File: src/hw/rtl/dmbm_pkg.sv
// Display mode best match: shared widths, register indexes and the config type.
// No dependencies; the interfaces, the register file, the top level and the testbench use it.
`timescale 1ns / 1ps
`default_nettype none

package dmbm_pkg;

   localparam int WIDTH_W   = 14;
   localparam int REFRESH_W = 20;
   localparam int PIX_W     = 2 * WIDTH_W;
   localparam int ADDR_W    = 4;
   localparam int IDX_W     = 2;
   localparam int DATA_W    = 32;

   localparam logic [IDX_W-1:0] REG_TARGET_WIDTH   = 2'd0;
   localparam logic [IDX_W-1:0] REG_TARGET_HEIGHT  = 2'd1;
   localparam logic [IDX_W-1:0] REG_TARGET_REFRESH = 2'd2;
   localparam logic [IDX_W-1:0] REG_REFRESH_GIVEN  = 2'd3;

   localparam logic [WIDTH_W-1:0]   RST_TARGET_WIDTH   = 14'd1920;
   localparam logic [WIDTH_W-1:0]   RST_TARGET_HEIGHT  = 14'd1080;
   localparam logic [REFRESH_W-1:0] RST_TARGET_REFRESH = 20'd60000;

   typedef struct packed {
      logic [WIDTH_W-1:0]   target_width;
      logic [WIDTH_W-1:0]   target_height;
      logic [REFRESH_W-1:0] target_refresh;
      logic                 refresh_given;
   } cfg_type;

endpackage

`default_nettype wire

File: src/hw/rtl/dmbm_if.sv
// Display mode best match: valid/ready channels for mode items and result items.
// Depends on dmbm_pkg for field widths.
`timescale 1ns / 1ps
`default_nettype none

interface dmbm_req_if;
   logic                            valid;
   logic                            ready;
   logic [dmbm_pkg::WIDTH_W-1:0]    mode_width;
   logic [dmbm_pkg::WIDTH_W-1:0]    mode_height;
   logic [dmbm_pkg::REFRESH_W-1:0]  mode_refresh;
   logic                            last_mode;

   modport source (output valid, mode_width, mode_height, mode_refresh, last_mode,
                   input ready);
   modport sink (input valid, mode_width, mode_height, mode_refresh, last_mode,
                 output ready);
endinterface

interface dmbm_rsp_if;
   logic                            valid;
   logic                            ready;
   logic [dmbm_pkg::WIDTH_W-1:0]    chosen_width;
   logic [dmbm_pkg::WIDTH_W-1:0]    chosen_height;
   logic [dmbm_pkg::REFRESH_W-1:0]  chosen_refresh;
   logic                            found;

   modport source (output valid, chosen_width, chosen_height, chosen_refresh, found,
                   input ready);
   modport sink (input valid, chosen_width, chosen_height, chosen_refresh, found,
                 output ready);
endinterface

`default_nettype wire

File: src/hw/rtl/dmbm_div.sv
// Display mode best match: restoring divider, one quotient bit per cycle.
// Standalone; used by display_mode_best_match for the aspect ratios.
`timescale 1ns / 1ps
`default_nettype none

module dmbm_div #(
   parameter int N  = 30,
   parameter int DW = 14
) (
   input  wire logic          clock,
   input  wire logic          reset,
   input  wire logic          start_i,
   input  wire logic [N-1:0]  dividend_i,
   input  wire logic [DW-1:0] divisor_i,
   output logic               done_o,
   output logic [N-1:0]       quot_o
);

   localparam int CW = $clog2(N + 1);

   logic          busy_ff, busy_in;
   logic          done_ff, done_in;
   logic [CW-1:0] cnt_ff, cnt_in;
   logic [N-1:0]  dvd_ff, dvd_in;
   logic [DW-1:0] rem_ff, rem_in;
   logic [DW-1:0] dsr_ff, dsr_in;
   logic [DW:0]   trial;
   logic          ge;

   assign trial = {rem_ff, dvd_ff[N-1]};
   assign ge    = trial >= {1'b0, dsr_ff};

   always_comb begin
      busy_in = busy_ff;
      cnt_in  = cnt_ff;
      dvd_in  = dvd_ff;
      rem_in  = rem_ff;
      dsr_in  = dsr_ff;
      done_in = busy_ff && (cnt_ff == CW'(1));
      if (start_i) begin
         busy_in = 1'b1;
         cnt_in  = CW'(N);
         dvd_in  = dividend_i;
         rem_in  = '0;
         dsr_in  = divisor_i;
      end else if (busy_ff) begin
         rem_in  = ge ? DW'(trial - {1'b0, dsr_ff}) : trial[DW-1:0];
         dvd_in  = {dvd_ff[N-2:0], ge};
         cnt_in  = cnt_ff - CW'(1);
         busy_in = cnt_ff != CW'(1);
      end
   end

   always_ff @(posedge clock) begin
      if (reset) begin
         busy_ff <= 1'b0;
         done_ff <= 1'b0;
         cnt_ff  <= '0;
      end else begin
         busy_ff <= busy_in;
         done_ff <= done_in;
         cnt_ff  <= cnt_in;
      end
   end

   always_ff @(posedge clock) begin
      dvd_ff <= dvd_in;
      rem_ff <= rem_in;
      dsr_ff <= dsr_in;
   end

   assign done_o = done_ff;
   assign quot_o = dvd_ff;

endmodule

`default_nettype wire

File: src/hw/rtl/dmbm_csr.sv
// Display mode best match: APB target registers.
// Depends on dmbm_pkg for the register indexes and cfg_type.
`timescale 1ns / 1ps
`default_nettype none

module dmbm_csr (
   input  wire logic                        clock,
   input  wire logic                        reset,
   input  wire logic                        psel,
   input  wire logic                        penable,
   input  wire logic                        pwrite,
   input  wire logic [dmbm_pkg::ADDR_W-1:0] paddr,
   input  wire logic [dmbm_pkg::DATA_W-1:0] pwdata,
   output logic [dmbm_pkg::DATA_W-1:0]      prdata,
   output logic                             pready,
   output dmbm_pkg::cfg_type                cfg_o,
   output logic                             geom_wr_o
);

   dmbm_pkg::cfg_type               cfg_ff, cfg_in;
   logic                            wr;
   logic [dmbm_pkg::IDX_W-1:0]      idx;

   assign wr     = psel && penable && pwrite;
   assign idx    = paddr[dmbm_pkg::ADDR_W-1:2];
   assign pready = 1'b1;

   always_comb begin
      cfg_in = cfg_ff;
      if (wr) begin
         case (idx)
            dmbm_pkg::REG_TARGET_WIDTH:   cfg_in.target_width =
                                             pwdata[dmbm_pkg::WIDTH_W-1:0];
            dmbm_pkg::REG_TARGET_HEIGHT:  cfg_in.target_height =
                                             pwdata[dmbm_pkg::WIDTH_W-1:0];
            dmbm_pkg::REG_TARGET_REFRESH: cfg_in.target_refresh =
                                             pwdata[dmbm_pkg::REFRESH_W-1:0];
            dmbm_pkg::REG_REFRESH_GIVEN:  cfg_in.refresh_given = pwdata[0];
            default: ;
         endcase
      end
   end

   always_ff @(posedge clock) begin
      if (reset) begin
         cfg_ff.target_width   <= dmbm_pkg::RST_TARGET_WIDTH;
         cfg_ff.target_height  <= dmbm_pkg::RST_TARGET_HEIGHT;
         cfg_ff.target_refresh <= dmbm_pkg::RST_TARGET_REFRESH;
         cfg_ff.refresh_given  <= 1'b0;
      end else begin
         cfg_ff <= cfg_in;
      end
   end

   always_comb begin
      case (idx)
         dmbm_pkg::REG_TARGET_WIDTH:   prdata = dmbm_pkg::DATA_W'(cfg_ff.target_width);
         dmbm_pkg::REG_TARGET_HEIGHT:  prdata = dmbm_pkg::DATA_W'(cfg_ff.target_height);
         dmbm_pkg::REG_TARGET_REFRESH: prdata = dmbm_pkg::DATA_W'(cfg_ff.target_refresh);
         dmbm_pkg::REG_REFRESH_GIVEN:  prdata = dmbm_pkg::DATA_W'(cfg_ff.refresh_given);
         default:                      prdata = '0;
      endcase
   end

   assign cfg_o     = cfg_ff;
   assign geom_wr_o = wr && (idx == dmbm_pkg::REG_TARGET_WIDTH ||
                             idx == dmbm_pkg::REG_TARGET_HEIGHT);

endmodule

`default_nettype wire

File: src/hw/rtl/display_mode_best_match.sv
// Display mode best match: top level, sequencer around one shared divider.
// Depends on dmbm_pkg, dmbm_if, dmbm_div and dmbm_csr.
//
//  channel   dir  handshake       payload
//  req_chan  in   valid/ready     mode_width, mode_height, mode_refresh, last_mode
//  rsp_chan  out  valid/ready     chosen_width, chosen_height, chosen_refresh, found
//  csr_*     in   APB write/read  target_width, target_height, target_refresh,
//                                 refresh_given
//
// An offered mode passes LOAD, MDIV (bit-serial divider), GAP, CMP and DONE;
// the first nonzero-sized mode after reset or a target size write first runs TDIV
// for the target ratio (not with a zero target height). Zero-sized modes skip to DONE.
// Reset is synchronous; it clears the held mode and marks the target ratio stale.
// A held result does not block new items; only a following last item waits for it.
`timescale 1ns / 1ps
`default_nettype none

module display_mode_best_match #(
   parameter int RATIO_FRAC_BITS = 16
) (
   input  wire logic                        clock,
   input  wire logic                        reset,
   dmbm_req_if.sink                         req_chan,
   dmbm_rsp_if.source                       rsp_chan,
   input  wire logic                        csr_psel,
   input  wire logic                        csr_penable,
   input  wire logic                        csr_pwrite,
   input  wire logic [dmbm_pkg::ADDR_W-1:0] csr_paddr,
   input  wire logic [dmbm_pkg::DATA_W-1:0] csr_pwdata,
   output logic [dmbm_pkg::DATA_W-1:0]      csr_prdata,
   output logic                             csr_pready
);

   localparam int WW = dmbm_pkg::WIDTH_W;
   localparam int FW = dmbm_pkg::REFRESH_W;
   localparam int PW = dmbm_pkg::PIX_W;
   localparam int RW = WW + RATIO_FRAC_BITS;

   localparam logic [2:0] S_IDLE = 3'd0;
   localparam logic [2:0] S_LOAD = 3'd1;
   localparam logic [2:0] S_TDIV = 3'd2;
   localparam logic [2:0] S_MDIV = 3'd3;
   localparam logic [2:0] S_GAP  = 3'd4;
   localparam logic [2:0] S_CMP  = 3'd5;
   localparam logic [2:0] S_DONE = 3'd6;

   dmbm_pkg::cfg_type cfg;
   logic              geom_wr;

   logic [2:0]    state_ff, state_in;
   logic [WW-1:0] w_ff, w_in, h_ff, h_in;
   logic [FW-1:0] r_ff, r_in;
   logic          last_ff, last_in;
   logic          dirty_ff, dirty_in;
   logic [RW-1:0] tratio_ff, tratio_in, mratio_ff, mratio_in;
   logic [PW-1:0] tpix_ff, tpix_in, mpix_ff, mpix_in;
   logic [RW-1:0] rg_ff, rg_in;
   logic [PW-1:0] pg_ff, pg_in;
   logic [FW-1:0] fg_ff, fg_in;

   logic          have_ff, have_in;
   logic [WW-1:0] bw_ff, bw_in, bh_ff, bh_in;
   logic [FW-1:0] br_ff, br_in;
   logic [PW-1:0] bpix_ff, bpix_in;
   logic [RW-1:0] brg_ff, brg_in;
   logic [PW-1:0] bpg_ff, bpg_in;
   logic [FW-1:0] bfg_ff, bfg_in;

   logic          ovalid_ff, ovalid_in;
   logic [WW-1:0] ow_ff, ow_in, oh_ff, oh_in;
   logic [FW-1:0] or_ff, or_in;
   logic          ofound_ff, ofound_in;

   logic [WW-1:0] mul_a, mul_b;
   logic [PW-1:0] prod;
   logic          div_start, div_done;
   logic [RW-1:0] div_dvd, div_quot;
   logic [WW-1:0] div_dsr;
   logic          tdiv_sel, accept, out_free, emit, take, skip;

   dmbm_csr u_csr (
      .clock     (clock),
      .reset     (reset),
      .psel      (csr_psel),
      .penable   (csr_penable),
      .pwrite    (csr_pwrite),
      .paddr     (csr_paddr),
      .pwdata    (csr_pwdata),
      .prdata    (csr_prdata),
      .pready    (csr_pready),
      .cfg_o     (cfg),
      .geom_wr_o (geom_wr)
   );

   dmbm_div #(.N(RW), .DW(WW)) u_div (
      .clock      (clock),
      .reset      (reset),
      .start_i    (div_start),
      .dividend_i (div_dvd),
      .divisor_i  (div_dsr),
      .done_o     (div_done),
      .quot_o     (div_quot)
   );

   assign accept   = req_chan.valid && req_chan.ready;
   assign out_free = !ovalid_ff || rsp_chan.ready;
   assign emit     = (state_ff == S_DONE) && last_ff && out_free;
   assign skip     = (w_ff == '0) || (h_ff == '0);
   assign tdiv_sel = (state_ff == S_LOAD) && dirty_ff && (cfg.target_height != '0);

   assign mul_a = (state_ff == S_LOAD) ? cfg.target_width  : w_ff;
   assign mul_b = (state_ff == S_LOAD) ? cfg.target_height : h_ff;
   assign prod  = mul_a * mul_b;

   assign div_dvd = tdiv_sel ? {cfg.target_width, {RATIO_FRAC_BITS{1'b0}}}
                             : {w_ff, {RATIO_FRAC_BITS{1'b0}}};
   assign div_dsr = tdiv_sel ? cfg.target_height : h_ff;

   always_comb begin
      take = 1'b0;
      if (!have_ff)
         take = 1'b1;
      else if (rg_ff != brg_ff)
         take = rg_ff < brg_ff;
      else if (pg_ff != bpg_ff)
         take = pg_ff < bpg_ff;
      else if (cfg.refresh_given && fg_ff != bfg_ff)
         take = fg_ff < bfg_ff;
      else if (mpix_ff != bpix_ff)
         take = mpix_ff > bpix_ff;
      else
         take = r_ff > br_ff;
   end

   always_comb begin
      state_in  = state_ff;
      w_in      = w_ff;
      h_in      = h_ff;
      r_in      = r_ff;
      last_in   = last_ff;
      dirty_in  = dirty_ff;
      tratio_in = tratio_ff;
      mratio_in = mratio_ff;
      tpix_in   = tpix_ff;
      mpix_in   = mpix_ff;
      rg_in     = rg_ff;
      pg_in     = pg_ff;
      fg_in     = fg_ff;
      have_in   = have_ff;
      bw_in     = bw_ff;
      bh_in     = bh_ff;
      br_in     = br_ff;
      bpix_in   = bpix_ff;
      brg_in    = brg_ff;
      bpg_in    = bpg_ff;
      bfg_in    = bfg_ff;
      ovalid_in = ovalid_ff && !rsp_chan.ready;
      ow_in     = ow_ff;
      oh_in     = oh_ff;
      or_in     = or_ff;
      ofound_in = ofound_ff;
      div_start = 1'b0;

      case (state_ff)
         S_IDLE: begin
            if (accept) begin
               w_in     = req_chan.mode_width;
               h_in     = req_chan.mode_height;
               r_in     = req_chan.mode_refresh;
               last_in  = req_chan.last_mode;
               state_in = S_LOAD;
            end
         end
         S_LOAD: begin
            if (skip) begin
               state_in = S_DONE;
            end else if (tdiv_sel) begin
               tpix_in   = prod;
               div_start = 1'b1;
               state_in  = S_TDIV;
            end else begin
               if (dirty_ff) begin
                  tpix_in   = prod;
                  tratio_in = {RW{1'b1}};
                  dirty_in  = 1'b0;
               end
               div_start = 1'b1;
               state_in  = S_MDIV;
            end
         end
         S_TDIV: begin
            if (div_done) begin
               tratio_in = div_quot;
               dirty_in  = 1'b0;
               div_start = 1'b1;
               state_in  = S_MDIV;
            end
         end
         S_MDIV: begin
            mpix_in = prod;
            if (div_done) begin
               mratio_in = div_quot;
               state_in  = S_GAP;
            end
         end
         S_GAP: begin
            rg_in = (mratio_ff > tratio_ff) ? mratio_ff - tratio_ff : tratio_ff - mratio_ff;
            pg_in = (mpix_ff > tpix_ff) ? mpix_ff - tpix_ff : tpix_ff - mpix_ff;
            if (!cfg.refresh_given)
               fg_in = '0;
            else if (r_ff > cfg.target_refresh)
               fg_in = r_ff - cfg.target_refresh;
            else
               fg_in = cfg.target_refresh - r_ff;
            state_in = S_CMP;
         end
         S_CMP: begin
            if (take) begin
               have_in = 1'b1;
               bw_in   = w_ff;
               bh_in   = h_ff;
               br_in   = r_ff;
               bpix_in = mpix_ff;
               brg_in  = rg_ff;
               bpg_in  = pg_ff;
               bfg_in  = fg_ff;
            end
            state_in = S_DONE;
         end
         S_DONE: begin
            if (!last_ff) begin
               state_in = S_IDLE;
            end else if (out_free) begin
               ovalid_in = 1'b1;
               ofound_in = have_ff;
               ow_in     = have_ff ? bw_ff : '0;
               oh_in     = have_ff ? bh_ff : '0;
               or_in     = have_ff ? br_ff : '0;
               have_in   = 1'b0;
               state_in  = S_IDLE;
            end
         end
         default: state_in = S_IDLE;
      endcase

      if (geom_wr)
         dirty_in = 1'b1;
   end

   always_ff @(posedge clock) begin
      if (reset) begin
         state_ff  <= S_IDLE;
         dirty_ff  <= 1'b1;
         have_ff   <= 1'b0;
         ovalid_ff <= 1'b0;
      end else begin
         state_ff  <= state_in;
         dirty_ff  <= dirty_in;
         have_ff   <= have_in;
         ovalid_ff <= ovalid_in;
      end
   end

   always_ff @(posedge clock) begin
      w_ff      <= w_in;
      h_ff      <= h_in;
      r_ff      <= r_in;
      last_ff   <= last_in;
      tratio_ff <= tratio_in;
      mratio_ff <= mratio_in;
      tpix_ff   <= tpix_in;
      mpix_ff   <= mpix_in;
      rg_ff     <= rg_in;
      pg_ff     <= pg_in;
      fg_ff     <= fg_in;
      bw_ff     <= bw_in;
      bh_ff     <= bh_in;
      br_ff     <= br_in;
      bpix_ff   <= bpix_in;
      brg_ff    <= brg_in;
      bpg_ff    <= bpg_in;
      bfg_ff    <= bfg_in;
      ow_ff     <= ow_in;
      oh_ff     <= oh_in;
      or_ff     <= or_in;
      ofound_ff <= ofound_in;
   end

   assign req_chan.ready          = state_ff == S_IDLE;
   assign rsp_chan.valid          = ovalid_ff;
   assign rsp_chan.chosen_width   = ow_ff;
   assign rsp_chan.chosen_height  = oh_ff;
   assign rsp_chan.chosen_refresh = or_ff;
   assign rsp_chan.found          = ofound_ff;

   a_div_done_in_wait: assert property (@(posedge clock) disable iff (reset)
      div_done |-> (state_ff == S_TDIV || state_ff == S_MDIV))
      else $error("divider finished outside a divide wait");

   a_emit_clears_best: assert property (@(posedge clock) disable iff (reset)
      emit |=> !have_ff && ovalid_ff)
      else $error("result emitted without clearing held mode");

   a_not_found_zero: assert property (@(posedge clock) disable iff (reset)
      (ovalid_ff && !ofound_ff) |->
         (ow_ff == '0 && oh_ff == '0 && or_ff == '0))
      else $error("empty list result carries a mode");

   a_no_overwrite: assert property (@(posedge clock) disable iff (reset)
      (ovalid_ff && !rsp_chan.ready) |=> ovalid_ff && $stable(ow_ff) && $stable(or_ff))
      else $error("pending result lost");

endmodule

`default_nettype wire

File: src/flat_wrapper.sv
// flat-port wrapper written by rule: the top's interface ports become plain ports
module display_mode_best_match_flat 
#(
   parameter int RATIO_FRAC_BITS = 16
)
  (clock, reset, csr_psel, csr_penable, csr_pwrite, csr_paddr, csr_pwdata, csr_prdata, csr_pready, req_chan_valid, req_chan_mode_width, req_chan_mode_height, req_chan_mode_refresh, req_chan_last_mode, req_chan_ready, rsp_chan_valid, rsp_chan_chosen_width, rsp_chan_chosen_height, rsp_chan_chosen_refresh, rsp_chan_found, rsp_chan_ready);
  dmbm_req_if req_chan_i ();
  dmbm_rsp_if rsp_chan_i ();
  input  wire logic clock;
  input  wire logic reset;
  input  wire logic csr_psel;
  input  wire logic csr_penable;
  input  wire logic csr_pwrite;
  input  wire logic [dmbm_pkg::ADDR_W-1:0] csr_paddr;
  input  wire logic [dmbm_pkg::DATA_W-1:0] csr_pwdata;
  output logic [dmbm_pkg::DATA_W-1:0] csr_prdata;
  output logic csr_pready;
  input wire logic [$bits(req_chan_i.valid)-1:0] req_chan_valid;
  input wire logic [$bits(req_chan_i.mode_width)-1:0] req_chan_mode_width;
  input wire logic [$bits(req_chan_i.mode_height)-1:0] req_chan_mode_height;
  input wire logic [$bits(req_chan_i.mode_refresh)-1:0] req_chan_mode_refresh;
  input wire logic [$bits(req_chan_i.last_mode)-1:0] req_chan_last_mode;
  output wire logic [$bits(req_chan_i.ready)-1:0] req_chan_ready;
  output wire logic [$bits(rsp_chan_i.valid)-1:0] rsp_chan_valid;
  output wire logic [$bits(rsp_chan_i.chosen_width)-1:0] rsp_chan_chosen_width;
  output wire logic [$bits(rsp_chan_i.chosen_height)-1:0] rsp_chan_chosen_height;
  output wire logic [$bits(rsp_chan_i.chosen_refresh)-1:0] rsp_chan_chosen_refresh;
  output wire logic [$bits(rsp_chan_i.found)-1:0] rsp_chan_found;
  input wire logic [$bits(rsp_chan_i.ready)-1:0] rsp_chan_ready;
  assign req_chan_i.valid = req_chan_valid;
  assign req_chan_i.mode_width = req_chan_mode_width;
  assign req_chan_i.mode_height = req_chan_mode_height;
  assign req_chan_i.mode_refresh = req_chan_mode_refresh;
  assign req_chan_i.last_mode = req_chan_last_mode;
  assign req_chan_ready = req_chan_i.ready;
  assign rsp_chan_valid = rsp_chan_i.valid;
  assign rsp_chan_chosen_width = rsp_chan_i.chosen_width;
  assign rsp_chan_chosen_height = rsp_chan_i.chosen_height;
  assign rsp_chan_chosen_refresh = rsp_chan_i.chosen_refresh;
  assign rsp_chan_found = rsp_chan_i.found;
  assign rsp_chan_i.ready = rsp_chan_ready;
  display_mode_best_match #(.RATIO_FRAC_BITS(RATIO_FRAC_BITS)) u_core (.clock(clock), .reset(reset), .req_chan(req_chan_i), .rsp_chan(rsp_chan_i), .csr_psel(csr_psel), .csr_penable(csr_penable), .csr_pwrite(csr_pwrite), .csr_paddr(csr_paddr), .csr_pwdata(csr_pwdata), .csr_prdata(csr_prdata), .csr_pready(csr_pready));
endmodule
File: config.mk
export PLATFORM = sky130hd
export DESIGN_NAME = display_mode_best_match_flat
export DESIGN_NICKNAME = d
export VERILOG_FILES = /design/src/hw/rtl/dmbm_pkg.sv /design/src/hw/rtl/dmbm_if.sv /design/src/hw/rtl/dmbm_div.sv /design/src/hw/rtl/dmbm_csr.sv /design/src/hw/rtl/display_mode_best_match.sv /design/src/flat_wrapper.sv
export SDC_FILE = /design/constraint.sdc
export NUM_CORES = 2
export LEC_CHECK = 0
export ABC_AREA = 1
export BUFFER_PORTS_ARGS = -buffer_cell sky130_fd_sc_hd__buf_4
export CAP_MARGIN = 40
export CORE_UTILIZATION = 48
export DETAILED_ROUTE_END_ITERATION = 8
export GPL_ROUTABILITY_DRIVEN = 0
export PLACE_DENSITY = 0.68
export REMOVE_ABC_BUFFERS = 1
export SLEW_MARGIN = 20
export SYNTH_ARGS = -nofsm -noshare
export SYNTH_HDL_FRONTEND = slang
export SYNTH_SLANG_ARGS = --single-unit
File: constraint.sdc
create_clock -name clock -period 12.9 [get_ports clock]
set_input_delay 2.58 -clock clock [delete_from_list [all_inputs] [get_ports clock]]
set_output_delay 2.58 -clock clock [all_outputs]
set_load 0.02 [all_outputs]
==> out/qor.yml <==
io_buffers: 148
antenna_cells: 0
fmax_mhz: 131
layout_commonest_cell: "nand2_1"
grt-ovfl-total: 0
clkSinkCount: 566
dr.pass1.iters: 9
clk_latency_ns: 0.69
critPathArrivalTime_ns: 8.00
grt_setup_unrepaired: "no"
final_nets: 5153
cts_buffers: 61
antenna_found_initial: 2
finalCritPeriodShare_pct: 59.2
fp.dieW_um: 288
cp_max_fo: 36
post_cts_resized: 0
synth.area.mux_share_pct: 0.0511
synth_ff_type: "edfxtp_1"
finalHoldViolations: 0
setup-tns-final_ns: 0
ys_warn_count: 0
path_clk_slew_ns: 0.06
cts-root-buf: "clkbuf_16"
timing.critical_path.mode_cell: "inv_1"
tightestPinTransition_ns: 0.844
slowest_delay_ns: 0.54
timing.slew.headroom_pct: 43.7
dp.cells: 5522
ys_async_sr_fraction_pct: 0
outcome: "finished, violations left"
grt_pass1_wl_mm: 154
clock_skew_ns: 0.0662
initial_utilization_pct: 48.5
cts_hold_buf: 0
drv_slew: 0
crit_path_end_kind: "flip-flop"
grt_pass1_vias: 29400
hold_class: "reg -> reg"
avgSynthCellArea_sq_um: 8.93
synth-seq-area-share_pct: 41.5
final_cell_count_no_fill: 5638
dr_total_vias: 30000
crit_required_ns: 13.27
synth_area_sq_mm: 0.0392
synth_edf_count: 490
post_cts_buffers: 0
avgViaCountPerCell: 5.32
grtUsageTotal_pct: 23.5
ys_ff_latch: 566
dieArea_sq_mm: 0.0827
grt_max_degree: 71
dp_hpwl_mm: 75.9
final_cell_mix: "835 x nand2_1, 831 x inv_1, 490 x edfxtp_1"
start_kind: "flip-flop"
placementRows: 104
area_delta_synth_final_pct: 11.1
final_area_sq_mm: 0.0435
failed_checks: "DRC"
coreArea_sq_mm: 0.0807
cts.path.max_buffers: 3
synth-adder-area-share_pct: 19.9
placed_area_sq_mm: 0.0414
path_class: "reg -> reg"
drt_iter0_drc: 2178
slowest_stage: "fa_1"
wl_per_cell_um: 17.2
cts_htree_levels: 2
synth_compound_area_share_pct: 12.2
drtAntennaViolNets: 0
routed_wirelength_mm: 97.1
cts_tree: "yes"
die_h_um: 288
synth_cells: 4384
synth.distinct_cells: 54
setup_viol: 0
synth_xor_area_share_pct: 3.09
holdWs_ns: 0.443
drv_cap: 0
yosys.area_share.simple_pct: 13.6
synth_top_family_by_area: "adder cells"
drc_errors: 7
io_pins: 176
min_period_ns: 7.63
drive_above_1_share_pct: 7.47
-- synth_stat cells (12+ instances only) --
cell / n / area (sq um)
inv_1: 832 / 3120
buf_4: 18 / 135
dfxtp_1: 76 / 1520
buf_2: 36 / 180
a21o_1: 30 / 225
nand3_1: 68 / 340
ha_1: 387 / 4840
clkbuf_1: 46 / 173
xor2_1: 103 / 902
xnor2_1: 35 / 307
nor4_1: 15 / 93.8
o21a_1: 13 / 97.6
o211ai_1: 51 / 383
a21oi_1: 363 / 1820
nor2_1: 333 / 1250
o21ai_0: 248 / 1240
o21ai_2: 17 / 149
edfxtp_1: 490 / 14700
o21bai_1: 12 / 90.1
nand4_1: 24 / 150
o21ai_1: 40 / 200
nor3_1: 27 / 135
fa_1: 148 / 2960
o221ai_1: 20 / 175
nand2_1: 835 / 3130
-- final cells by class --
cell class | count | area (sq um)
flip-flops and latches | 566 | 16200
clock buffers | 65 | 1560
fillers | 7364 | 37200
multi-input cells | 2870 | 19300
inverters | 847 | 3180
well taps | 1060 | 1330
repair buffers | 180 | 1400
clock inverters | 50 | 522
-- state kept, by name, summed over array words and instances, names as in the netlist, 20 cells and up --
signal and count:
u_core.bfg_ff 20, u_core.bpg_ff 28, u_core.bpix_ff 28, u_core.br_ff 20
u_core.brg_ff 30, u_core.fg_ff 20, u_core.mpix_ff 28, u_core.mratio_ff 30
u_core.pg_ff 28, u_core.r_ff 20, u_core.rg_ff 30, u_core.rsp_chan.chosen_refresh 20
u_core.tpix_ff 28, u_core.tratio_ff 30, u_core.u_csr.cfg_o 49, u_core.u_div.quot_o 30
-- final timing paths --
path / start / to / slack [ns] / cells after the start
worst max register to register: u_core.state_ff[0]$_SDFFE_PP0P_ / u_core.mpix_ff[23]$_DFFE_PP_ / 5.27 / 30
worst max-delay path: u_core.state_ff[0]$_SDFFE_PP0P_ / u_core.mpix_ff[23]$_DFFE_PP_ / 5.27 / 30
worst min-delay path: u_core.u_div.quot_o[4]$_SDFFCE_PP0P_ / u_core.mratio_ff[4]$_DFFE_PP_ / 0.44 / 0
worst min register to register: u_core.u_div.quot_o[4]$_SDFFCE_PP0P_ / u_core.mratio_ff[4]$_DFFE_PP_ / 0.44 / 0
-- per-layer routing --
layer	part of all wire, %	track usage, %	vias up
met5	0.029	0	-
met4	3.5	8.05	4
met3	7.7	4.26	192
met2	46	38.5	1045
met1	43	31.3	14100
li1	-	-	14600
-- worst max-delay path: cells and delay by family, from the launching register on --
family	cells	cell delay, ns
AOI/OAI and AO/OA	6	1.50
xor gates and xnor gates	1	0.12
adders and majority gates	7	3.18
buffers and inverters	12	1.50
DFF	1	0.39
and+or+nand+nor	4	0.64
-- cell families after synthesis --
group | Yosys count
XOR/XNOR | 138
AO/OA/AOI/OAI | 846
flip-flops | 566
multiplexers | 2
other | 2
buffers and inverters | 959
AND/OR/NAND/NOR | 1336
adder cells (fa/ha/maj) | 535
-- stage by stage --
step           setup slack [ns]  util [%]
6_report                   5.27      53.9
5_1_grt                    4.77      53.9
4_1_cts                    5.42      53.9
3_5_place_dp               5.46      51.3
3_3_place_gp               5.20      51.2
2_1_floorplan              5.16         -
Power is left out: the tool's default activity adds up to more than one toggle a clock period on the data nets, which glitch-free logic cannot reach.
